`src/rtl/brb_mod.sv`:
```
// ----------------------------------------------------------------------------
// brb_mod
// Bit-serial remainder unit: r = x mod m, one quotient bit per cycle.
// ----------------------------------------------------------------------------
`default_nettype none

module brb_mod #(
	parameter int unsigned W = 16
) (
	input  logic         clk,
	input  logic         arst_n,
	input  logic         start,
	input  logic [W-1:0] x,
	input  logic [W-1:0] m,
	output logic         done,
	output logic [W-1:0] r
);
	localparam int unsigned CNW = $clog2(W);

	logic           busy_q;
	logic           done_q;
	logic [CNW-1:0] cnt_q;
	logic [W-1:0]   x_q;
	logic [W-1:0]   m_q;
	logic [W-1:0]   r_q;
	logic [W:0]     t;
	logic [W:0]     t_sub;

	assign t     = {r_q, x_q[W-1]};
	assign t_sub = t - {1'b0, m_q};

	always_ff @(posedge clk or negedge arst_n) begin
		if (!arst_n) begin
			busy_q <= 1'b0;
			done_q <= 1'b0;
			cnt_q  <= '0;
		end else begin
			done_q <= 1'b0;
			if (start) begin
				busy_q <= 1'b1;
				cnt_q  <= CNW'(W - 1);
			end else if (busy_q) begin
				if (cnt_q == '0) begin
					busy_q <= 1'b0;
					done_q <= 1'b1;
				end else begin
					cnt_q <= cnt_q - 1'b1;
				end
			end
		end
	end

	always_ff @(posedge clk) begin
		if (start) begin
			x_q <= x;
			m_q <= m;
			r_q <= '0;
		end else if (busy_q) begin
			x_q <= x_q << 1;
			r_q <= (t >= {1'b0, m_q}) ? t_sub[W-1:0] : t[W-1:0];
		end
	end

	assign done = done_q;
	assign r    = r_q;

endmodule

`default_nettype wire

```
`config.mk`:
```
export PLATFORM = sky130hd
export DESIGN_NAME = brb_mod
export DESIGN_NICKNAME = d
export VERILOG_FILES = /design/src/rtl/brb_mod.sv
export SDC_FILE = /design/constraint.sdc
export NUM_CORES = 1
export LEC_CHECK = 0
export BUFFER_PORTS_ARGS = -buffer_cell sky130_fd_sc_hd__buf_2
export CELL_PAD_IN_SITES_DETAIL_PLACEMENT = 2
export CELL_PAD_IN_SITES_GLOBAL_PLACEMENT = 2
export CORE_MARGIN = 3
export CORE_UTILIZATION = 39
export CTS_CLUSTER_DIAMETER = 200
export DETAILED_ROUTE_END_ITERATION = 8
export PLACE_DENSITY_LB_ADDON = 0.08
export SYNTH_ARGS = -nofsm -noshare
export SYNTH_HDL_FRONTEND = slang
export SYNTH_SLANG_ARGS = --single-unit
export TNS_END_PERCENT = 30
```
`constraint.sdc`:
```
create_clock -name clk -period 3.3 [get_ports clk]
set_input_delay 0.495 -clock clk [delete_from_list [all_inputs] [get_ports clk]]
set_output_delay 0.495 -clock clk [all_outputs]
set_load 0.02 [all_outputs]
```
==> flow_summary.yaml, run 1 <==
power_and_ir_drop:
  p_sw_uw: 375.0
  ir_drop_uv: 207.8
  intPower_mw: 1.081
  powerDensity_mw_per_mm2: 402.7
  clkPwrFrac: 0.325
  p_leak_nw: 1.518
  seqPwrFrac: 0.532
  combPwrFrac: 0.143
  swShare: 0.2576
die:
  fp.dieArea_sq_mm: 0.009237
  die_h_microns: 96.11
  rows: 32
  die_w_microns: 96.11
  pin_count: 52
  core_region_area_sq_mm: 0.007807
  initial_utilization: 0.4056
logic_synthesis:
  synth_edf_count: 32
  synth_cell_types: 60
  netlist_instances: 309
  seq_area_frac_synth: 0.4520
  ys_warn_count: 0
  synth_area_sq_mm: 0.003167
  async_flop_share: 0.1111
  syn_area_per_cell_sq_um: 10.25
  synth_ff_type: "edfxtp_1"
  ys_ff_latch: 54
  synth_nets: 362
cts:
  post_cts_buffers: 0
  clockBufferDepth: 2
  ctsResizeCount: 0
  cts_tree: "built"
  clockRootBuffer: "clkbuf_8"
  clkSinkCount: 54
  clock_latency_ns: 0.31
  htreeDepth: 2
  cts-buffers-inserted: 5
  clk_pin_slew_ns: 0.12
route:
  wl_microns: 8447
  drcViolationCount: 0
  drtAntennaViolNets: 0
  drtPass1Iterations: 4
  vias_per_cell: 5.473
  wl_per_cell_microns: 18.32
  drt_iter0_drc: 42
  via_count: 2523
global_routing:
  grt_pass1_vias: 2754
  antenna_found_initial: 0
  grt_first_pass_wirelength_microns: 14170
  grt_max_degree: 28
  grt_overflow_total: 0
  grt.total_usage: 0.1984
timing:
  fmax_mhz: 336.7
  rsz0062_at_grt: "no"
  setup_viol_count_final: 0
  fin_crit_sh: 0.9000
  period_minus_slack_ns: 2.970
  tightest_slew_ns: 0.6996
  maxSlewHeadroom: 0.5336
  hold_violations: 0
  setup_tns_ns: 0
  fin_skew_ns: 0.01567
  drv_slew: 0
final_layout:
  finalNetCount: 411
  syn2layout_area_growth_pct: 14.18
  final_common_cell: "buf_2"
  drive_gt1_frac: 0.2758
  final_area_sq_mm: 0.003616
  antenna_cells: 0
  layout_common_cells: "buf_2, nor2_1, edfxtp_1"
placed_design:
  dp.final_hpwl_microns: 6120
  placed_area_sq_mm: 0.003490
  port_buffers: 51
  place_congestion: 0.7692
job:
  cap_viol_max_count: 0
worst_setup_path:
  start_kind: "flip-flop"
  reg2reg_to: "r[2]"
  worstPathRequired_ns: 3.50
  critPathMaxFanout: 14
  r2r_slack_ns: 0.33
  critPathCaptureType: "flip-flop"
  rr_worst_depth: 8
  r2r-start: "r[11]"
  worstPathArrival_ns: 3.17
  worst-setup-path-type: "flip-flop to flip-flop"
outcome:
  outcome: "complete, no violations"
min_path:
  holdPathEnd: "m_q[0]"
  hold_class: "input port to flip-flop"
  hold-path-cell-count: 1
  hp-start: "m[0]"
worst max-delay path by stage:
| stage | start | end | slack [ns] | cells past startpoint |
|---|---|---|---|---|
| global route | r[11] | r[2] | 0.10 | 8 |
| global placement | r[11] | r[2] | 0.49 | 8 |
| floorplan | r[11] | r[2] | 0.95 | 10 |
| detailed placement | m_q[12] | r[2] | 0.39 | 9 |
| finish | r[11] | r[2] | 0.33 | 8 |
| CTS | r[11] | r[2] | 0.31 | 8 |
cell type report:
| cell class | count | area (sq um) |
|---|---|---|
| Tap cell | 102 | 127.6 |
| Clock inverter | 3 | 47.55 |
| Clock buffer | 5 | 68.82 |
| Timing Repair Buffer | 56 | 295.3 |
| Fill cell | 870 | 4192 |
| Sequential cell | 54 | 1431 |
| Inverter | 24 | 90.09 |
| Multi-Input combinational cell | 217 | 1555 |
cells in the mapped netlist, drive strengths merged, types with 5 or more instances:
cell type | number | area [sq um]
nor3 | 7 | 40.04
mux2 | 15 | 168.9
xnor2 | 10 | 87.58
inv | 24 | 90.09
a21oi | 11 | 73.83
nor2 | 36 | 137.6
dfxtp | 16 | 320.3
buf | 8 | 67.57
a31oi | 5 | 31.28
a311oi | 10 | 137.6
edfxtp | 32 | 960.9
ha | 17 | 212.7
clkbuf | 6 | 22.52
o21ai | 13 | 68.81
dfrtp | 6 | 150.1
nand3 | 8 | 40.04
nand2 | 28 | 112.6
metal layers:
layer,up-vias,GRT usage,part of all wire
met5,-,0,0
met4,0,0.04028,0.010
met3,7,0.03284,0.038
met2,45,0.3560,0.51
met1,1261,0.2499,0.44
li1,1210,-,-
timing repair:
action,CTS,global route
setup endpoints to repair,0,0
hold buffers,1,0
hold endpoints to repair,6,0
per-stage QoR:
| stage | hold slack, ns | setup slack [ns] | power (mW) | cells | utilization |
|---|---|---|---|---|---|
| finish | 0.3460 | 0.3300 | 1.456 | 461 | 0.4631 |
| global placement | 0.3291 | 0.4890 | 0.9841 | 452 | 0.4470 |
| CTS | 0.3403 | 0.3123 | 1.475 | 461 | 0.4631 |
| global route | 0.3351 | 0.1011 | 1.523 | 461 | 0.4631 |
| floorplan | 0.1994 | 0.9469 | 0.9249 | 309 | - |
| detailed placement | 0.3271 | 0.3870 | 0.9938 | 452 | 0.4470 |
kinds of logic (layout without fill, tap and decap cells):
group	Yosys count	in the layout	synth area share
simple gates	111	111	0.1742
mux	16	16	0.05650
xor+xnor	11	11	0.03042
buf+inv	38	88	0.05690
fa+ha+maj	18	18	0.07349
compound gates	61	61	0.1565
flops	54	54	0.4520
critical path, cell delays in order, from the launching register on:
cell     delay, ns
dfxtp_1       0.35
ha_1          0.45
a21oi_2       0.23
o21ai_2       0.08
a311o_1       0.33
nor3_2        0.27
or2_1         0.60
nor3_1        0.12
or3_1         0.42
registers in the layout, indices dropped and copies added, names as in the netlist:
| name | flops |
|---|---|
| r | 16 |
| m_q | 16 |
| busy_q | 1 |
| x_q | 16 |
| done | 1 |
| cnt_q | 4 |
power by group through the flow:
stage	Clock, mW	Sequential [mW]	Combinational [mW]
CTS	0.489	0.776	0.211
detailed placement	0	0.790	0.204
global route	0.506	0.781	0.236
floorplan	0	0.788	0.137
finish	0.473	0.775	0.209
global placement	0	0.788	0.196
Power figures use the tool's default switching activity.
==> inputs of run 2 (changes only) <==
- CORE_MARGIN: 3 -> 2
- GPL_TIMING_DRIVEN: unset -> 0
==> run 2 against run 1 <==
Against the previous run:
- setup slack better by 0.21 ns
- non-clock buffer count is 10 higher
- sequential share of layout area is 0.59 points lower
- largest power group unchanged
- clock-buffer cell count stayed put
- via count is 1.1% higher
- highest routed layer unchanged
- largest cell class unchanged
- cell count is 2.2% higher
- final area is 1.5% higher
- core utilization is 0.71 points higher
==> flow_summary.yaml, run 2 (same netlist as run 1, synthesis figures left out) <==
worst_setup_path:
  start_kind: "flip-flop"
  cp_slowest_stage_delay_ns: 0.39
  reg2reg_to: "r[15]"
  critPathCaptureType: "flip-flop"
  crit_family: "simple AND/OR/NAND/NOR gates"
  r2r_slack_ns: 0.54
  critPathCapture: "r[15]"
  rr_worst_depth: 11
  r2r-start: "m_q[8]"
  worst_path_max_delay_cell: "nor2_2"
  worstPathArrival_ns: 3.00
  cp.depth: 11
  cp_cell_sequence: "inv_1 -> ha_1 -> buf_2 -> and4_1 -> nand2_1 -> a211oi_2 -> nor3_2 -> nor2_2 -> buf_4 -> nand4_1 -> a311oi_2"
  setup.worst_path.start: "m_q[8]"
  worstPathRequired_ns: 3.54
  critPathMaxFanout: 10
  worst-setup-path-type: "flip-flop to flip-flop"
  crit_buf_inv: 3
timing:
  maxSlewHeadroom: 0.3854
  setup_tns_ns: 0
  period_minus_slack_ns: 2.763
  fin_skew_ns: 0.01774
  rsz0062_at_grt: "no"
  fin_crit_sh: 0.8373
  hold_violations: 0
  whs_ns: 0.3429
  postLayoutSetupSlackWorst_ns: 0.5368
  drv_slew: 0
  setup_viol_count_final: 0
  tightest_slew_ns: 0.9219
  fmax_mhz: 361.9
min_path:
  hold_class: "input port to flip-flop"
  hold-path-cell-count: 1
placed_design:
  placedCellCount: 462
  dp.final_hpwl_microns: 6733
  pre_cts_slack_ns: 0.5454
  place_congestion: 0.7735
  port_buffers: 51
global_routing:
  grt.total_usage: 0.2178
  grt_overflow_total: 0
  grt_max_degree: 22
  grt_pass1_vias: 2856
  antenna_found_initial: 0
  grt_first_pass_wirelength_microns: 14630
power_and_ir_drop:
  intPower_mw: 1.078
  ir_drop_uv: 220.1
  powerDensity_mw_per_mm2: 394.1
  swShare: 0.2551
  seqPwrFrac: 0.536
  clkPwrFrac: 0.320
  p_sw_uw: 369.1
  fin_total_pwr_mw: 1.447
  combPwrFrac: 0.144
  p_leak_nw: 1.541
final_layout:
  finalNetCount: 421
  fill_cells: 840
  syn2layout_area_growth_pct: 15.92
  final_common_cell: "buf_2"
  stdcell_count: 471
  drive_gt1_frac: 0.2710
  layout_common_cells: "buf_2, nor2_1, edfxtp_1"
  antenna_cells: 0
cts:
  clockBufferDepth: 2
  clock_latency_ns: 0.32
  clkSinkCount: 54
  cts_tree: "built"
  cts-buffers-inserted: 5
  ctsResizeCount: 0
  clk_pin_slew_ns: 0.11
  clockRootBuffer: "clkbuf_8"
  htreeDepth: 2
route:
  wl_microns: 9013
  via_count: 2551
  drtAntennaViolNets: 0
  vias_per_cell: 5.416
  dr_wl_met3_microns: 335
  drt_iter0_drc: 73
  top_layer_used: "met4"
  drt-met1-wl_microns: 3908
  drtPass1Iterations: 4
  wl_met2_microns: 4655
  wl_per_cell_microns: 19.14
  drcViolationCount: 0
die:
  die_w_microns: 94.11
  core_region_area_sq_mm: 0.007807
  initial_utilization: 0.4056
  die_h_microns: 94.11
  pin_count: 52
  fp.dieArea_sq_mm: 0.008857
  rows: 32
job:
  cap_viol_max_count: 0
outcome:
  outcome: "complete, no violations"
## run 2: cell types whose count changed in the layout (fill, tap and decap cells not counted)
cell and change:
buf_1 +2, buf_12 +1, buf_2 +2, buf_4 -3
buf_6 +2, clkbuf_1 +6, clkinv_1 +1, clkinv_4 -1
## run 2: final cells by class
type / instances / area [sq um] / share of cell area
Sequential cell: 54 / 1431 / 0.3899
Tap cell: 102 / 127.6 / 0.03476
Multi-Input combinational cell: 217 / 1555 / 0.4237
Buffer: 14 / 90.09 / 0.02454
Timing Repair Buffer: 52 / 265.3 / 0.07226
Clock buffer: 5 / 68.82 / 0.01875
Inverter: 24 / 90.09 / 0.02454
Clock inverter: 3 / 42.54 / 0.01159
## run 2: repair_timing
| item | 4_1_cts | 5_1_grt |
|---|---|---|
| hold endpoints to repair | 6 | 0 |
| hold buffers | 1 | 0 |
| setup buffers | 0 | 0 |
## run 2: worst min-delay path by stage
stage	startpoint	to	slack, ns
floorplan	arst_n	busy_q	0.20
global placement	arst_n	done	0.32
detailed placement	arst_n	done	0.33
CTS	m[5]	m_q[5]	0.34
global route	m[11]	m_q[11]	0.33
finish	m[11]	m_q[11]	0.34
## run 2: layer usage
layer	global-route usage	vias up
met1	0.2667	1267
met4	0.05797	0
li1	-	1228
met5	0	-
met3	0.04334	8
met2	0.3887	48
## run 2: metrics by stage
stage | cell area, sq um | utilization
2_1_floorplan | 3167 | -
5_1_grt | 3671 | 0.4702
4_1_cts | 3671 | 0.4702
3_5_place_dp | 3550 | 0.4546
3_3_place_gp | 3550 | 0.4546
6_report | 3671 | 0.4702
## run 2: power by group through the flow
stage,Combinational [mW],Clock [mW],Sequential (mW)
after CTS,0.211,0.475,0.776
final,0.209,0.463,0.775
after global placement,0.198,0,0.789
after detailed placement,0.208,0,0.791
after global routing,0.235,0.496,0.781
after floorplan,0.137,0,0.788
