File: src/rtl/brb_pkg.sv
// ----------------------------------------------------------------------------
// brb_pkg
// Shared widths, operation and status codes for the byte ring buffer.
// ----------------------------------------------------------------------------
`default_nettype none

package brb_pkg;

	localparam int unsigned OP_W    = 3;
	localparam int unsigned BYTE_W  = 8;
	localparam int unsigned LEN_W   = 7;
	localparam int unsigned OFS_W   = 12;
	localparam int unsigned ST_W    = 2;
	localparam int unsigned FILL_W  = 13;
	localparam int unsigned CAP_W   = 13;
	localparam int unsigned PADDR_W = 3;
	localparam int unsigned PDATA_W = 32;

	localparam int unsigned DEPTH_DEF     = 4096;
	localparam int unsigned MAX_BURST_DEF = 64;

	localparam logic [CAP_W-1:0] CAP_RST = 13'd4096;

	// register index, taken from paddr[2]
	localparam logic [0:0] REG_CAPACITY = 1'b0;

	typedef enum logic [OP_W-1:0] {
		OP_WRITE = 3'd0,
		OP_READ  = 3'd1,
		OP_PEEK  = 3'd2,
		OP_GET   = 3'd3,
		OP_CLEAR = 3'd4
	} op_t;

	typedef enum logic [ST_W-1:0] {
		ST_DATA = 2'd0,
		ST_ACK  = 2'd1,
		ST_REJ  = 2'd2
	} st_t;

endpackage

`default_nettype wire

File: src/rtl/brb_cfg.sv
// ----------------------------------------------------------------------------
// brb_cfg
// APB register slice holding the capacity register and its clamped value.
// ----------------------------------------------------------------------------
`default_nettype none

module brb_cfg #(
	parameter int unsigned DEPTH = brb_pkg::DEPTH_DEF
) (
	input  logic                          clk,
	input  logic                          arst_n,
	input  logic                          psel,
	input  logic                          penable,
	input  logic                          pwrite,
	input  logic [brb_pkg::PADDR_W-1:0]   paddr,
	input  logic [brb_pkg::PDATA_W-1:0]   pwdata,
	output logic [brb_pkg::PDATA_W-1:0]   prdata,
	output logic                          pready,
	output logic [$clog2(DEPTH+1)-1:0]    cap_eff
);
	import brb_pkg::*;

	localparam int unsigned CW = $clog2(DEPTH + 1);
	localparam int unsigned MW = (CW > CAP_W) ? CW : CAP_W;

	logic [CAP_W-1:0] capacity_q;
	logic [CW-1:0]    cap_eff_q;
	logic             wr;
	logic             sel_cap;

	function automatic logic [CW-1:0] clamp_cap(input logic [CAP_W-1:0] v);
		logic [MW-1:0] e;
		e = MW'(v);
		if (e == '0)
			return CW'(1);
		if (e > MW'(DEPTH))
			return CW'(DEPTH);
		return CW'(e);
	endfunction

	assign sel_cap = (paddr[PADDR_W-1] == REG_CAPACITY);
	assign wr      = psel & penable & pwrite & pready;

	always_ff @(posedge clk or negedge arst_n) begin
		if (!arst_n) begin
			capacity_q <= CAP_RST;
			cap_eff_q  <= clamp_cap(CAP_RST);
		end else if (wr && sel_cap) begin
			capacity_q <= pwdata[CAP_W-1:0];
			cap_eff_q  <= clamp_cap(pwdata[CAP_W-1:0]);
		end
	end

	assign pready  = 1'b1;
	assign prdata  = sel_cap ? PDATA_W'(capacity_q) : '0;
	assign cap_eff = cap_eff_q;

endmodule

`default_nettype wire

File: config.mk
export PLATFORM = sky130hd
export DESIGN_NAME = brb_cfg
export DESIGN_NICKNAME = d
export VERILOG_FILES = /design/src/rtl/brb_pkg.sv /design/src/rtl/brb_cfg.sv
export SDC_FILE = /design/constraint.sdc
export NUM_CORES = 1
export LEC_CHECK = 0
export ABC_AREA = 1
export ABC_CLOCK_PERIOD_IN_PS = 1300
export BUFFER_PORTS_ARGS = -buffer_cell sky130_fd_sc_hd__buf_2
export CAP_MARGIN = 5
export CORE_MARGIN = 1
export CORE_UTILIZATION = 45
export CTS_CLUSTER_DIAMETER = 100
export CTS_CLUSTER_SIZE = 30
export DETAILED_ROUTE_END_ITERATION = 8
export GPL_TIMING_DRIVEN = 0
export PLACE_DENSITY_LB_ADDON = 0.2
export SETUP_SLACK_MARGIN = 0.4
export SYNTH_ARGS = -nofsm -noshare
export SYNTH_HDL_FRONTEND = slang
export SYNTH_SLANG_ARGS = --single-unit
export TNS_END_PERCENT = 1
File: constraint.sdc
create_clock -name clk -period 1.3 [get_ports clk]
set_clock_uncertainty 0.05 [all_clocks]
set_input_delay 0.13 -clock clk [delete_from_list [all_inputs] [get_ports clk]]
set_output_delay 0.13 -clock clk [all_outputs]
set_load 0.02 [all_outputs]
==> results of run 1 <==
-- metal layers --
metal / track usage (%) / share of wire, % / vias up
met5: 0 / 0 / -
met4: 6.27 / 1.0 / 0
met3: 4.88 / 4.8 / 5
met2: 30.3 / 50 / 36
met1: 27.3 / 44 / 532
li1: - / - / 603
-- registers in the layout, indices dropped and copies added (netlist names) --
signal and flops:
capacity_q 13, cap_eff 13
-- cells in the mapped netlist, drive strengths merged --
cell type  count
buf           25
conb           2
dfrtp         24
dfstp          2
inv           16
nand2         44
nand3         11
nor2          22
o21ai         15
-- power by group --
part	leakage [nW]	total (W)	internal [W]	switching, W
logic	0.710	0.000789	0.000359	0.000429
registers	0.325	0.00104	0.000960	0.0000802
clock network	0.0150	0.000348	0.000120	0.000228
total	1.05	0.00218	0.00144	0.000738
-- worst register-to-register path, stage by stage, from the launching register on --
cell and delay [ns]:
dfstp_2 0.55, inv_2 0.04, buf_4 0.13, o21ai_2 0.11
-- what timing repair did --
action / 4_1_cts / 5_1_grt
pin swaps: 0 / 4
endpoints found under the hold margin: 32 / 0
endpoints found under the setup margin: 26 / 27
resized for setup: 3 / 57
setup buffers: 1 / 0
hold buffers: 10 / 0
-- area by class of cell --
cell class / instances / area share [%]
inverter: 16 / 3.14
tap: 31 / 2.03
clock buffer: 4 / 1.37
multi-input combinational: 112 / 25.9
sequential: 26 / 34.1
timing repair buffer: 55 / 23.7
buffer: 25 / 9.74
-- worst max-delay path by stage --
stage / from / to / slack (ns) / depth (start not counted)
after floorplan: capacity_q[12]$_DFFE_PN1P_ / prdata[12] / 0.44 / 2
after global placement: paddr[2] / capacity_q[11]$_DFFE_PN0P_ / 0.23 / 4
after detailed placement: pwrite / capacity_q[11]$_DFFE_PN0P_ / 0.20 / 5
after CTS: capacity_q[12]$_DFFE_PN1P_ / prdata[12] / 0.02 / 3
after global routing: capacity_q[12]$_DFFE_PN1P_ / prdata[12] / -0.04 / 3
final: capacity_q[12]$_DFFE_PN1P_ / prdata[12] / 0.04 / 3
-- stage by stage --
step / power [W] / utilization (%) / std cells
floorplan: 0.00144 / - / 179
global placement: 0.00164 / 59.5 / 254
detailed placement: 0.00165 / 59.5 / 254
CTS: 0.00204 / 64.6 / 269
global route: 0.00231 / 69.4 / 269
finish: 0.00218 / 69.4 / 269
-- kinds of logic after synthesis --
logic type             after synthesis
other                                2
AO/OA/AOI/OAI                       15
flip-flops                          26
buffers and inverters               41
AND/OR/NAND/NOR                     77
==> metrics.cfg, run 1 <==
[status]
status=finished, final reports clean

[layout]
fill_cells=245
final_common_cell=nand2_1
layout_common_cells=nand2_1 (43), buf_4 (33), dfrtp_1 (24)
area_growth_pct=46.4
antennaDiodeCount=0
design_area_um2=1910
multiInputGateArea_um2=497
ff_latch_area_um2=653
nNetsFinal=279
drive_gt1_share_pct=40.8

[worst_setup_path]
r2r_setup_slack_ns=0.37
crit_chain=inv_2 -> nor2_4 -> buf_6
cpMaxStageDelayCell=dfstp_2
worst-path-max-fanout=2
cp.required_ns=1.12
max_stage_delay_ns=0.55
r2r-end=capacity_q[12]$_DFFE_PN1P_
crit_type=reg2out
r2r-start=capacity_q[12]$_DFFE_PN1P_
reg2reg_depth=3
cp_num_buf_inv=2
cpLargestDelayFamily=flip-flops
start_kind=register
critPathCaptureType=output port
worstPathArrival_ns=1.08

[placement]
dp_slack_ns=0.203
dp_hpwl_um=2010
place.gp.congestion=0.733
placed_area_um2=1640
io_buffers=44

[floorplan]
die_y_um=55.9
core_area_um2=2760
rows=19
start_util_pct=47.4
io_pins=86
die_w_um=55.9
die-area_um2=3130

[routing]
drc=0
dr.pass1.iters=4
routed_wl_um=2950
drtIter0Drc=22
wl_per_cell_um=11.0
routed_via_density=4.37
ant_nets=0
vias=1176

[clocking]
clock_sinks=26
clock_latency_ns=0.32
cts.path.max_buffers=2
clkSlewWorstSetupHoldPaths_ns=0.14
cts_made_buffers=3
cts_tree=done
cts_root_buf=clkbuf_4
htree_levels=1

[hold_path]
holdPathEnd=capacity_q[11]$_DFFE_PN0P_
hp-start=pwdata[11]
hold_depth=3
hp-class=in2reg

[global_routing]
track_usage_pct=19.6
antenna_found_initial=0
grt_first_pass_wirelength_um=4680
grt_pass1_vias=996
grt_overflow=0
grt_max_degree=27

[pwr]
powerDensity_nw_per_um2=1140
leakagePower_nw=1.05
peakVddDrop_v=0.000828

[synth]
yosys-top-cells-area=dfrtp_1 (46%), buf_4 (13%), nand2_1 (12%)
synth.distinct_cells=16
synth_seq_cells=26
synth_top_family_by_area=simple AND/OR/NAND/NOR gates
synth-simple-area-share_pct=24.9
syn_avg_cell_area_um2=8.12
synth_top_cell_by_area=dfrtp_1
synth_compound_area_share_pct=5.74
synth_fa_ha_area_share_pct=0
synth_top_area_share_pct=45.9
synth_mux_area_share_pct=0
ys_warn_count=0
synthCells=161
synth_xor_area_share_pct=0
ys_seq_area_share_pct=50.0
syn_area_um2=1310

[timing]
slew_violations=0
setup_viol=0
finalCritPeriodShare_pct=96.8
hold_violations=0
fmax_mhz=795
rsz0062_at_grt=true
final.setup.tns_ns=0
setup_slack_ns=0.0421
hold_ws_ns=0.00548
slew-limit-headroom_pct=61.7
period_needed_ns=1.26
worst_pin_slew_ns=0.574

[flow_run]
drv_cap=0

(Power assumes the default switching activity.)
==> run 2, diff against run 1 <==
Settings changed: CORE_UTILIZATION 45 to 35.
==> run 2 against run 1 <==
  * Sequential power is essentially flat
  * Sequential share of layout area grew 3.6 points
  * Core utilization shrank 19 points
  * Cell count grew 1.9%
  * Combinational power shrank 20%
  * Fmax grew 4.2%
  * Hold slack gained 0.040 ns
  * Flip-flop and latch count is the same
  * Routed wire length shrank 4.7%
  * Critical endpoint unchanged
  * Largest cell class unchanged
  * Highest routed layer unchanged
==> metrics.cfg, run 2 (synthesis gave the netlist of run 1 again) <==
[global_routing]
grt_pass1_vias=1051  ; +5.5%
grt_max_degree=27  ; unchanged
antenna_found_initial=0  ; unchanged
track_usage_pct=14.9  ; -4.7 points
grt_first_pass_wirelength_um=4620  ; -1.3%
grt_overflow=0  ; unchanged

[placement]
place.gp.congestion=0.744  ; +1.6%
dp_hpwl_um=2140  ; +6.6%
io_buffers=44  ; unchanged
dp_slack_ns=0.200  ; -0.00305 ns

[worst_setup_path]
crit_type=reg2out
worst-path-max-fanout=2  ; unchanged
r2r-start=capacity_q[12]$_DFFE_PN1P_
cp-startpoint=capacity_q[12]$_DFFE_PN1P_
critPathCaptureType=output port
worstPathArrival_ns=1.03  ; -0.05 ns
r2r-end=capacity_q[12]$_DFFE_PN1P_
start_kind=register
r2r_setup_slack_ns=0.45  ; +0.08 ns
reg2reg_depth=2  ; -1
cp.required_ns=1.12  ; about the same

[floorplan]
die_w_um=63.1  ; +13%
start_util_pct=37.7  ; -9.7 points
rows=21  ; +2
core_area_um2=3470  ; +26%
die-area_um2=3980  ; +27%
die_y_um=63.1  ; +13%
io_pins=86  ; unchanged

[timing]
final.setup.tns_ns=0  ; unchanged
worst_pin_slew_ns=0.594  ; +0.0193 ns
finalCritPeriodShare_pct=92.8  ; -3.9 points
setup_viol=0  ; unchanged
slew_violations=0  ; unchanged
rsz0062_at_grt=true
slew-limit-headroom_pct=60.4  ; -1.3 points
setup_slack_ns=0.0932  ; +0.0512 ns
fmax_mhz=829  ; +4.2%
hold_violations=0  ; unchanged
period_needed_ns=1.21  ; -0.0512 ns

[routing]
ant_nets=0  ; unchanged
routed_wl_um=2810  ; -4.7%
routed_via_density=4.20  ; -4.0%
vias=1150  ; -2.2%
dr.pass1.iters=4  ; unchanged
drtIter0Drc=42  ; +91%
wl_per_cell_um=10.3  ; -6.4%
drc=0  ; unchanged

[layout]
final_common_cell=buf_2
nNetsFinal=269  ; -3.6%
drive_gt1_share_pct=36.0  ; -4.8 points
ff_latch_area_um2=653  ; unchanged
multiInputGateArea_um2=483  ; -2.8%
area_growth_pct=32.4
antennaDiodeCount=0  ; unchanged
layout_common_cells=buf_2 (45), nand2_1 (43), dfrtp_1 (24)
fill_cells=371  ; +51%

[clocking]
cts.path.max_buffers=2  ; unchanged
postCtsSetupBuffers=0  ; -1
cts_tree=done
clock_sinks=26  ; unchanged
cts_made_buffers=3  ; unchanged
htree_levels=1  ; unchanged
cts_root_buf=clkbuf_8
clock_latency_ns=0.27  ; -0.05 ns
clkSlewWorstSetupHoldPaths_ns=0.09  ; -0.05 ns

[hold_path]
holdPathEnd=capacity_q[2]$_DFFE_PN0P_
hp-start=pwdata[2]
hold_depth=3  ; unchanged
hp-class=in2reg

[pwr]
peakVddDrop_v=0.000656  ; -21%
powerDensity_nw_per_um2=1250  ; +10%
leakagePower_nw=1.01  ; -3.9%

[status]
status=finished, final reports clean

[flow_run]
drv_cap=0  ; unchanged

==> run 2: per-stage QoR <==
step	instances	area (um^2)	utilization (%)	hold WS (ns)	total power (W)
3_3_place_gp	269	1660	47.9	0.110	0.00164
3_5_place_dp	269	1660	47.9	0.117	0.00165
4_1_cts	274	1730	49.9	0.0489	0.00220
5_1_grt	274	1730	49.9	0.0629	0.00230
2_1_floorplan	179	1380	-	-0.216	0.00144
6_report	274	1730	49.9	0.0459	0.00217
==> run 2: worst max-delay path by stage <==
stage / to / cells after the start
6_report: prdata[12] / 3
5_1_grt: prdata[12] / 3
3_5_place_dp: capacity_q[3]$_DFFE_PN0P_ / 5
4_1_cts: prdata[12] / 3
2_1_floorplan: prdata[12] / 2
3_3_place_gp: capacity_q[3]$_DFFE_PN0P_ / 4
==> run 2: layer usage <==
layer	GRT usage, %	wire [um]
met2	23.7	1280
met1	19.2	1320
met3	4.35	188
met5	0	0
met4	5.23	31
==> run 2: what timing repair did <==
action | in CTS | in global routing
endpoints found under the hold margin | 24 | 0
gates resized for setup | 3 | 0
endpoints found under the setup margin | 26 | 52
hold buffers | 1 | 0
==> run 2: power breakdown <==
group / leakage [nW] / internal [W] / total (W) / switching (W)
clock: 0.0288 / 0.000271 / 0.000522 / 0.000252
sequential: 0.325 / 0.000959 / 0.00101 / 0.0000517
combinational: 0.656 / 0.000224 / 0.000632 / 0.000409
total: 1.01 / 0.00145 / 0.00217 / 0.000712
==> run 2: layout make-up <==
class	instances	area share, %
tap	46	3.32
timing repair buffer	45	13.7
clock buffer	4	3.18
buffer	25	10.8
inverter	16	3.47
multi-input combinational	112	27.9
sequential	26	37.7
==> run 2: critical path, stage by stage, from the launching register on <==
cell     delay, ns
dfstp_2       0.53
inv_2         0.04
nor2_4        0.07
buf_6         0.11
